<file path="config.mk">
export PLATFORM = sky130hd
export DESIGN_NAME = first_fit_aligned_gap_finder_top
export DESIGN_NICKNAME = d
export VERILOG_FILES = /design/src/sv/ffag_pkg.sv /design/src/sv/first_fit_aligned_gap_finder_top.sv
export SDC_FILE = /design/constraint.sdc
export NUM_CORES = 2
export LEC_CHECK = 0
export ABC_AREA = 0
export BUFFER_PORTS_ARGS = -buffer_cell sky130_fd_sc_hd__buf_4
export CORE_UTILIZATION = 35
export CTS_CLUSTER_SIZE = 30
export DETAILED_ROUTE_END_ITERATION = 6
export PLACE_DENSITY = 0.5
export RECOVER_POWER = 25
export SKIP_LAST_GASP = 1
export SLEW_MARGIN = 20
export SYNTH_ARGS = -nofsm -noshare
export SYNTH_HDL_FRONTEND = slang
export SYNTH_SLANG_ARGS = --single-unit
</file>
<file path="constraint.sdc">
create_clock -name clk -period 21 [get_ports clk]
set_clock_uncertainty 0.1 [all_clocks]
set_input_delay 3.15 -clock clk [delete_from_list [all_inputs] [get_ports clk]]
set_output_delay 3.15 -clock clk [all_outputs]
set_load 0.02 [all_outputs]
</file>
<file path="src/sv/ffag_pkg.sv">
// Package for the first-fit aligned gap finder.
// Holds default parameter values and the opcode, register index and status codes.
// Used by the top level and by its checker.
package ffag_pkg;

    localparam int PAGE_SIZE_DEF = 4096;
    localparam int ADDR_BITS_DEF = 48;

    localparam logic OP_REQUEST = 1'b0;
    localparam logic OP_REGION  = 1'b1;

    localparam logic CFG_MIN_VA = 1'b0;
    localparam logic CFG_MAX_VA = 1'b1;

    localparam logic ST_OK       = 1'b0;
    localparam logic ST_NO_SPACE = 1'b1;

endpackage

</file>
<file path="src/sv/first_fit_aligned_gap_finder_top.sv">
// Top level of the first-fit aligned gap finder: input register, gap test and result register.
// Depends on ffag_pkg for parameter defaults and codes.
//
//   channel  direction  handshake               payload
//   in       input      in_valid / in_ready     opcode, object_size, alignment,
//                                               region_base, region_size, last_region
//   out      output     out_valid / out_ready   placed_address, status
//   cfg      input      cfg_valid / cfg_ready   cfg_index, cfg_data
//
// One item per cycle while the input does not stall: an item is held in the input register
// and evaluated there by the rounding adders and gap compares in a single pass.
// A last region is taken into the input register and its result is then written to the output register.
// The input stalls only while a result waits in the output register and the
// next item in the input register is also a last region.
// Reset puts all control state to its idle values; configuration writes are always taken.
module first_fit_aligned_gap_finder_top
    import ffag_pkg::*;
#(
    parameter int PAGE_SIZE = PAGE_SIZE_DEF,
    parameter int ADDR_BITS = ADDR_BITS_DEF
)
(
    input  logic                 clk,
    input  logic                 rst_n,

    input  logic                 in_valid,
    output logic                 in_ready,
    input  logic                 opcode,
    input  logic [ADDR_BITS-1:0] object_size,
    input  logic [ADDR_BITS-1:0] alignment,
    input  logic [ADDR_BITS-1:0] region_base,
    input  logic [ADDR_BITS-1:0] region_size,
    input  logic                 last_region,

    output logic                 out_valid,
    input  logic                 out_ready,
    output logic [ADDR_BITS-1:0] placed_address,
    output logic                 status,

    input  logic                 cfg_valid,
    output logic                 cfg_ready,
    input  logic                 cfg_index,
    input  logic [ADDR_BITS-1:0] cfg_data
);

    localparam int AW = ADDR_BITS;
    localparam int SW = ADDR_BITS + 4;

    typedef logic [SW-1:0] wide_t;

    function automatic wide_t align_up(wide_t x, wide_t a);
        wide_t m;
        m = a - wide_t'(1);
        if (a == '0)
        begin
            return x;
        end
        return (x + m) & ~m;
    endfunction

    localparam wide_t PAGE_W = wide_t'(PAGE_SIZE);

    logic [AW-1:0] min_va_reg;
    logic [AW-1:0] max_va_reg;

    logic          s1_valid_reg;
    logic          s1_valid_next;
    logic          s1_op_reg;
    logic [AW-1:0] s1_size_reg;
    logic [AW-1:0] s1_align_reg;
    logic [AW-1:0] s1_base_reg;
    logic [AW-1:0] s1_rsize_reg;
    logic          s1_last_reg;

    logic [AW-1:0] raw_size_reg;
    logic [AW-1:0] raw_size_next;
    logic [AW:0]   align_reg;
    logic [AW:0]   align_next;
    logic [AW+1:0] rounded_reg;
    logic [AW+1:0] rounded_next;
    logic [AW+2:0] end_reg;
    logic [AW+2:0] end_next;
    logic [AW+2:0] chosen_reg;
    logic [AW+2:0] chosen_next;
    logic          have_reg;
    logic          have_next;
    logic          first_reg;
    logic          first_next;

    logic          out_valid_reg;
    logic          out_valid_next;
    logic [AW-1:0] placed_reg;
    logic [AW-1:0] placed_next;
    logic          status_reg;
    logic          status_next;

    logic          in_accept;
    logic          s1_produce;
    logic          s1_fire;

    wide_t         req_align;
    wide_t         req_rounded;
    wide_t         minva;
    wide_t         reg_end;
    wide_t         gap_addr;
    wide_t         final_addr;
    logic          gap_ok;
    logic          no_space;

    assign cfg_ready  = 1'b1;
    assign in_accept  = in_valid && in_ready;
    assign s1_produce = s1_valid_reg && (s1_op_reg == OP_REGION) && s1_last_reg;
    assign s1_fire    = s1_valid_reg && (!s1_produce || !out_valid_reg || out_ready);
    assign in_ready   = !s1_valid_reg || s1_fire;

    always_ff @(posedge clk or negedge rst_n)
    begin
        if (!rst_n)
        begin
            min_va_reg <= '0;
            max_va_reg <= '1;
        end
        else if (cfg_valid && cfg_ready)
        begin
            unique case (cfg_index)
                CFG_MIN_VA: min_va_reg <= cfg_data;
                CFG_MAX_VA: max_va_reg <= cfg_data;
                default:    min_va_reg <= min_va_reg;
            endcase
        end
    end

    always_ff @(posedge clk)
    begin
        if (in_accept)
        begin
            s1_op_reg    <= opcode;
            s1_size_reg  <= object_size;
            s1_align_reg <= alignment;
            s1_base_reg  <= region_base;
            s1_rsize_reg <= region_size;
            s1_last_reg  <= last_region;
        end
    end

    always_comb
    begin
        req_align = (s1_align_reg == '0) ? PAGE_W : align_up(wide_t'(s1_align_reg), PAGE_W);
        req_rounded = align_up(wide_t'(s1_size_reg), wide_t'(req_align[AW:0]));

        minva   = align_up(wide_t'(min_va_reg), wide_t'(align_reg));
        reg_end = align_up(wide_t'(s1_base_reg) + align_up(wide_t'(s1_rsize_reg), PAGE_W),
                           wide_t'(align_reg));

        if (first_reg)
        begin
            gap_ok   = (minva + wide_t'(rounded_reg)) <= wide_t'(s1_base_reg);
            gap_addr = minva;
        end
        else
        begin
            gap_ok   = wide_t'(s1_base_reg) > (wide_t'(end_reg) + wide_t'(rounded_reg));
            gap_addr = wide_t'(end_reg);
        end

        raw_size_next = raw_size_reg;
        align_next    = align_reg;
        rounded_next  = rounded_reg;
        end_next      = end_reg;
        chosen_next   = chosen_reg;
        have_next     = have_reg;
        first_next    = first_reg;

        if (!have_reg && gap_ok)
        begin
            final_addr = gap_addr;
        end
        else if (have_reg)
        begin
            final_addr = wide_t'(chosen_reg);
        end
        else
        begin
            final_addr = reg_end;
        end
        no_space    = (final_addr + wide_t'(raw_size_reg)) > wide_t'(max_va_reg);
        placed_next = no_space ? '0 : final_addr[AW-1:0];
        status_next = no_space ? ST_NO_SPACE : ST_OK;

        if (s1_fire)
        begin
            if (s1_op_reg == OP_REQUEST)
            begin
                raw_size_next = s1_size_reg;
                align_next    = req_align[AW:0];
                rounded_next  = req_rounded[AW+1:0];
                end_next      = '0;
                chosen_next   = '0;
                have_next     = 1'b0;
                first_next    = 1'b1;
            end
            else if (s1_last_reg)
            begin
                end_next    = '0;
                chosen_next = '0;
                have_next   = 1'b0;
                first_next  = 1'b1;
            end
            else
            begin
                end_next   = reg_end[AW+2:0];
                first_next = 1'b0;
                if (!have_reg && gap_ok)
                begin
                    chosen_next = gap_addr[AW+2:0];
                    have_next   = 1'b1;
                end
            end
        end

        if (in_accept)
        begin
            s1_valid_next = 1'b1;
        end
        else if (s1_fire)
        begin
            s1_valid_next = 1'b0;
        end
        else
        begin
            s1_valid_next = s1_valid_reg;
        end

        if (s1_fire && s1_produce)
        begin
            out_valid_next = 1'b1;
        end
        else if (out_ready)
        begin
            out_valid_next = 1'b0;
        end
        else
        begin
            out_valid_next = out_valid_reg;
        end
    end

    always_ff @(posedge clk or negedge rst_n)
    begin
        if (!rst_n)
        begin
            s1_valid_reg  <= 1'b0;
            out_valid_reg <= 1'b0;
            raw_size_reg  <= '0;
            align_reg     <= (AW+1)'(PAGE_SIZE);
            rounded_reg   <= '0;
            end_reg       <= '0;
            chosen_reg    <= '0;
            have_reg      <= 1'b0;
            first_reg     <= 1'b1;
        end
        else
        begin
            s1_valid_reg  <= s1_valid_next;
            out_valid_reg <= out_valid_next;
            raw_size_reg  <= raw_size_next;
            align_reg     <= align_next;
            rounded_reg   <= rounded_next;
            end_reg       <= end_next;
            chosen_reg    <= chosen_next;
            have_reg      <= have_next;
            first_reg     <= first_next;
        end
    end

    always_ff @(posedge clk)
    begin
        if (s1_fire && s1_produce)
        begin
            placed_reg <= placed_next;
            status_reg <= status_next;
        end
    end

    assign out_valid      = out_valid_reg;
    assign placed_address = placed_reg;
    assign status         = status_reg;

endmodule

</file>
== Word level (Yosys, flattened, before mapping) ==
Index checks and enable logic that the tools add are counted.

* Register bits after elaboration: 592
* Output and inout port bits: 52
* Bits of input ports: 248
* Word-level logic and storage cells: 91

* Reductions and logical operators: 22
* Magnitude comparators: 3
* Add/subtract/negate cells: 11
* Eq/ne operators: 1
* Mux-type cells: 28
* Bitwise operators: 7

{| class="wikitable"
|+ Operator list
! operator !! count
|-
| 52-bit two-way mux || 7
|-
| 51-bit two-way mux || 5
|-
| 51-bit by 50-bit adder with 52-bit output || 2
|-
| 52-bit bitwise AND || 2
|-
| 50-bit two-way mux || 2
|-
| 49-bit by 1-bit subtractor with 50-bit output (second input constant) || 2
|-
| 48-bit by 12-bit adder with 49-bit output (second input constant) || 2
|-
| 49-bit logical NOT || 2
|-
| 48-bit by 52-bit adder with 52-bit output || 1
|-
| 52-bit by 48-bit adder with 52-bit output || 1
|-
| 52-bit by 50-bit adder with 52-bit output || 1
|-
| 48-bit by 52-bit greater-than comparator with 1-bit output || 1
|-
| 52-bit by 48-bit greater-than comparator with 1-bit output || 1
|-
| 52-bit by 48-bit <= comparator with 1-bit output || 1
|-
| 52-bit inverter || 1
|-
| 48-bit by 49-bit adder with 50-bit output || 1
|-
| 49-bit by 50-bit adder with 50-bit output || 1
|-
| 50-bit bitwise AND || 1
|-
| 50-bit inverter || 1
|-
| 49-bit two-way mux || 1
|-
| 48-bit logical NOT || 1
|-
| 1-bit two-way mux || 13
|-
| 2-bit AND reduction || 4
|-
| 1-bit logical AND || 6
|-
| 5 further kinds || 12
|}

== Depth between registers and ports, before layout ==
* Word-level depth: 12
* Mapped depth: 76
* Gate-level depth less buffers: 72

== Worst setup path before layout ==
No wires, ideal clock.

* Kind: reg-to-reg
* Start: reg align_reg[16]
* End: reg placed_reg[44] (netlist: placed_address[44]), data pin
* Library setup time: 0.138 ns
* Data arrival time: 12.798 ns
* Setup slack: 7.964 ns
* Required time: 20.762 ns
* Path buffers: 6
* Clock period less this slack: 13.036 ns
* Cell stages (with the launch flop): 71
* Cell sequence: dfrtp_1 -> or4_1 -> nor2_1 -> nand2_1 -> or4_1 -> clkbuf_1 -> nor3_1 -> xnor2_1 -> inv_1 -> ha_1 -> clkbuf_1 -> nand4_1 -> o22ai_1 -> a211o_1 -> o21ai_0 -> o21ai_0 -> a31o_2 -> xor2_1 -> [35 not listed] -> o41a_1 -> xor2_1 -> ha_1 -> a21o_1 -> a21o_1 -> a21oi_1 -> nor2b_1 -> o21ai_0 -> nand2b_1 -> a221o_1 -> nand2_1 -> o2111ai_1 -> o21ai_0 -> nand4_1 -> a2bb2oi_2 -> buf_4 -> buf_4 -> nor2_1

* Cells in the longest elaborated chain, start to end: 11
* Elaborated cells on any way between the ends: 19
* Classes of those cells: 5 x add/sub; 2 x order compare; 7 x mux; 3 x bitwise; 2 x reduce/logical

{| class="wikitable"
|+ Ends and longest elaborated chain
! what !! line !! text
|-
| from (decl) || first_fit_aligned_gap_finder_top.sv:77 || <nowiki>logic [AW:0] align_reg;</nowiki>
|-
| from (signal assigned) || first_fit_aligned_gap_finder_top.sv:255 || <nowiki>align_reg <= (AW+1)'(PAGE_SIZE);</nowiki>
|-
| from (signal assigned) || first_fit_aligned_gap_finder_top.sv:267 || <nowiki>align_reg <= align_next;</nowiki>
|-
| 49-bit by 1-bit subtractor with 50-bit output || first_fit_aligned_gap_finder_top.sv:53 || <nowiki>m = a - wide_t'(1);</nowiki>
|-
| 48-bit by 52-bit adder with 52-bit output / 52-bit inverter (equally long branches) || first_fit_aligned_gap_finder_top.sv:58 || <nowiki>return (x + m) & ~m;</nowiki>
|-
| 52-bit bitwise AND || first_fit_aligned_gap_finder_top.sv:58 ||
|-
| 52-bit two-way mux || first_fit_aligned_gap_finder_top.sv:58 ||
|-
| 52-bit by 50-bit adder with 52-bit output || first_fit_aligned_gap_finder_top.sv:157 || <nowiki>gap_ok = (minva + wide_t'(rounded_reg)) <= wide_t'(s1_base_reg);</nowiki>
|-
| 52-bit by 48-bit <= comparator with 1-bit output || first_fit_aligned_gap_finder_top.sv:157 ||
|-
| 1-bit two-way mux || first_fit_aligned_gap_finder_top.sv:155 || <nowiki>if (first_reg)</nowiki>
|-
| 1-bit logical AND || first_fit_aligned_gap_finder_top.sv:174 || <nowiki>if (!have_reg && gap_ok)</nowiki>
|-
| 52-bit two-way mux * || first_fit_aligned_gap_finder_top.sv:174 ||
|-
| net final_addr[7] || first_fit_aligned_gap_finder_top.sv:106 || <nowiki>wide_t final_addr;</nowiki>
|-
| 52-bit by 48-bit adder with 52-bit output * || first_fit_aligned_gap_finder_top.sv:186 || <nowiki>no_space = (final_addr + wide_t'(raw_size_reg)) > wide_t'(max_va_reg);</nowiki>
|-
| 52-bit by 48-bit greater-than comparator with 1-bit output * || first_fit_aligned_gap_finder_top.sv:186 ||
|-
| to (signal assigned) || first_fit_aligned_gap_finder_top.sv:280 || <nowiki>placed_reg <= placed_next;</nowiki>
|-
| to (decl) || first_fit_aligned_gap_finder_top.sv:92 || <nowiki>logic [AW-1:0] placed_reg;</nowiki>
|}

The timed path passes the listed nets; every way through them passes the cells marked *.
A chain may end at the register's enable or synchronous reset.

== Final worst setup path ==
* Start: reg align_reg[31]
* End: reg placed_reg[8] (netlist: placed_address[8]), data pin

Same word-level chain as after synthesis.

==> reports/results.tsv <==
stage	metric	value	unit
synthesis	syn_area_per_cell	9.10	um2
critical_path	critPathCaptureType	register	
pwr	p_seq_frac	0.257	
finish	utilization	0.404	
clock_network	worstSkewPairLatency	680	ps
hold_path	min_from	chosen_reg[19]$_DFFE_PN0P_	
critical_path	cp_max_fo	62	
critical_path	critPathArrivalTime	17100	ps
detailed_routing	avgRoutedWirePerCell	23.0	um
critical_path	r2r-end	placed_address[8]$_SDFFCE_PN0P_	
detailed_routing	viasPerCell	5.46	
finish	finalNonFillerCells	6725	
detailed_routing	route.met2.wl	62700	um
critical_path	path_class	reg2reg	
timing	setup_viol_count_final	0	
clock_network	cts_sinks	580	
detailed_routing	wl_met3	8520	um
synthesis	synthArstFlopShare	0.581	
timing	slew_violations	349	
critical_path	reg2reg_depth	59	
finish	fillCellCount	12500	
pwr	p_sw_frac	0.444	
placement	place_inst	6592	
die	dieArea	126000	um2
placement	port_buffers	298	
detailed_routing	ant_nets	0	
clock_network	post-cts-setup-buffers	0	
clock_network	htree_levels	3	
global_route	antenna_found_initial	8	
finish	design_area	49900	um2
detailed_routing	vias	36700	
critical_path	critPathTopFamily	simple AND/OR/NAND/NOR gates	
synthesis	synthFlopType	dfrtp_1	
finish	num-nets-final	5731	
die	chipWidth	355	um
synthesis	ys_seq_area_frac	0.362	
pwr	leakage	22.7	nW
synthesis	synth_cells	4787	
hold_path	hold_class	reg2reg	
timing	max_freq	59.5	MHz
placement	place.gp.congestion	0.945	
pwr	power_density	119	nW/um2
pwr	p_int	3.31	mW
clock_network	cts_buffers	73	
hold_path	whs_path_depth	2	
die	core	124000	um2
critical_path	start_kind	register	
pwr	ir_drop	139	uV
global_route	grt_max_degree	146	
detailed_routing	wl	155000	um
clock_network	hold_buffers	0	
die	initial_core_util	0.353	
critical_path	worst_path_largest_cell_delay	900	ps
critical_path	cp_slowest_cell	nor4_1	
pwr	clockPowerShare	0.213	
die	ios	300	
global_route	grt_pass1_vias	35300	
critical_path	ff2ff_setup_slack	4200	ps
detailed_routing	wirelength_met1	79200	um
timing	rsz0062_at_grt	false	
clock_network	cts_repair_resize_count	0	
clock_network	cts_buffer_depth	3	
critical_path	r2r_start	align_reg[31]$_DFFE_PN0P_	
pwr	p_sw	2.65	mW
pwr	comb_power_share	0.530	
synthesis	syn_area	43600	um2
synthesis	synth.distinct_cells	90	
placement	hpwl	125000	um
timing	finalHoldViolCount	0	
hold_path	whs_endpoint	chosen_reg[19]$_DFFE_PN0P_	
clock_network	path_clk_slew	60	ps
clock_network	cts_tree	done	
synthesis	ys_ff_latch	580	
synthesis	yosys_warnings	0	
outcome	status	complete, but fails checks	
timing	finalSetupTns	0	ps
global_route	grt_overflow	0	
global_route	gr-usage-all-layers	0.242	
synthesis	synth-edff-count	243	
detailed_routing	drt_iter0_drc	2985	
timing	slew_headroom	-2.71	
global_route	grt_pass1_wl	228000	um
outcome	failed_checks	capacitance limit, slew limit	
die	die_y	355	um
detailed_routing	route.detailed.drc	0	
job	max-cap-violations	5	
detailed_routing	topRoutingLayerUsed	met4	
critical_path	cp.required	21310	ps
timing	finalCriticalPeriod	16800	ps
timing	period_share	0.800	
die	row_count	129	
clock_network	root_buffer	clkbuf_16	
finish	syn2layout_area_growth	14.5	%
synthesis	syn_nets	5488	
finish	antennaDiodeCount	0	
detailed_routing	dr.pass1.iters	6	
critical_path	critPathBufInv	6	
placement	placed_cell_area	47600	um2
timing	worstMarginPinSlew	5560	ps
finish	drive_gt1_frac	0.124	
-- logic make-up (layout without fill, tap and decap cells) --
kind of cell / count (synthesis) / after routing / share of synthesized area
other: 1 / 1 / 0.0000860
multiplexers: 174 / 174 / 0.0430
flip-flops: 580 / 580 / 0.362
AO/OA/AOI/OAI: 1350 / 1350 / 0.196
adder cells (fa/ha/maj): 453 / 453 / 0.131
buffers and inverters: 412 / 713 / 0.0366
AND/OR/NAND/NOR: 1432 / 1432 / 0.154
XOR/XNOR: 385 / 385 / 0.0775
-- cells in the final DEF, fill, tap and decap left out, types with 40 or more instances in the layout --
cell type,instances
clkbuf_16,74
dfstp_2,50
nand3_1,81
mux2i_1,69
clkbuf_4,190
inv_1,252
a21oi_1,351
o21a_1,74
a21o_1,197
ha_1,449
nand4_1,77
o21ai_0,356
nor2b_1,66
dfrtp_1,286
nand2b_1,46
xor2_1,160
nand2_1,599
buf_4,128
xnor2_1,224
nor4_1,40
mux2_2,105
nor2_1,257
edfxtp_1,243
nor3_1,94
-- per-stage QoR --
| step | worst slack [ps] | hold WS (ps) | total power, mW |
|---|---|---|---|
| floorplan | 7960 | 341 | 3.70 |
| CTS | 4470 | 383 | 5.97 |
| detailed placement | 4520 | 363 | 4.66 |
| finish | 4200 | 381 | 5.96 |
| global route | 3360 | 394 | 6.36 |
| global placement | 4420 | 357 | 4.66 |
-- worst max path at each step --
| stage | from | end | cells after the start |
|---|---|---|---|
| floorplan | align_reg[16]$_DFFE_PN0P_ | placed_address[44]$_SDFFCE_PN0P_ | 70 |
| global placement | align_reg[31]$_DFFE_PN0P_ | placed_address[0]$_SDFFCE_PN0P_ | 54 |
| detailed placement | align_reg[30]$_DFFE_PN0P_ | placed_address[8]$_SDFFCE_PN0P_ | 65 |
| CTS | align_reg[30]$_DFFE_PN0P_ | placed_address[8]$_SDFFCE_PN0P_ | 65 |
| global route | align_reg[28]$_DFFE_PN0P_ | placed_address[10]$_SDFFCE_PN0P_ | 65 |
| finish | align_reg[31]$_DFFE_PN0P_ | placed_address[8]$_SDFFCE_PN0P_ | 59 |
-- power by group through the flow --
stage | logic (mW) | registers (mW) | clock network (mW)
detailed placement | 3.12 | 1.54 | 0
CTS | 3.13 | 1.52 | 1.31
finish | 3.16 | 1.53 | 1.27
global route | 3.47 | 1.54 | 1.35
floorplan | 2.24 | 1.45 | 0
global placement | 3.12 | 1.54 | 0
-- routing by layer --
layer | vias to the layer above | GRT usage
met4 | 0 | 0.0697
li1 | 17900 | -
met2 | 1060 | 0.344
met3 | 171 | 0.0324
met5 | - | 0
met1 | 17700 | 0.376
-- cell usage after synthesis, drive strengths merged (13+ instances only) --
cell    count  share of area
a31oi      36         0.0052
o31ai      30         0.0053
mux2      105          0.027
nand2     602          0.052
a22o       38         0.0076
a21oi     351          0.040
o211ai     28         0.0051
dfrtp     287           0.16
edfxtp    243           0.17
xor2      160          0.032
xnor2     225          0.045
nor4       44         0.0066
nor3       95          0.011
nand4      77          0.011
clkbuf    117          0.010
nor2      259          0.022
a22oi      29         0.0050
nand2b     46         0.0066
mux2i      69          0.016
nor2b      68         0.0098
o21bai     38         0.0065
or2        13         0.0019
o21ai     373          0.043
nand3      81         0.0093
a21o      197          0.034
a211oi     30         0.0052
or4        18         0.0031
or3        33         0.0047
buf        43         0.0049
o21a       74          0.013
dfstp      50          0.030
inv       252          0.022
and2       36         0.0052
and3       30         0.0043
ha        449           0.13
-- area by class of cell --
| class | instances | area [um2] | share of cell area |
|---|---|---|---|
| flip-flops and latches | 580 | 15800 | 0.316 |
| clock buffers | 96 | 2000 | 0.0400 |
| repair buffers | 328 | 2440 | 0.0488 |
| clock inverters | 37 | 403 | 0.00807 |
| well taps | 1637 | 2050 | 0.0410 |
| multi-input cells | 3795 | 26300 | 0.527 |
| inverters | 252 | 946 | 0.0190 |
-- worst reg2reg max path, delay by kind of cell (launching register included) --
family	cells	cell delay [ps]
xor+xnor	2	230
mux	1	430
compound gates	21	4590
flops	1	400
buf+inv	6	2830
simple gates	25	6830
fa+ha+maj	4	1110
Power figures use the tool's default switching activity.
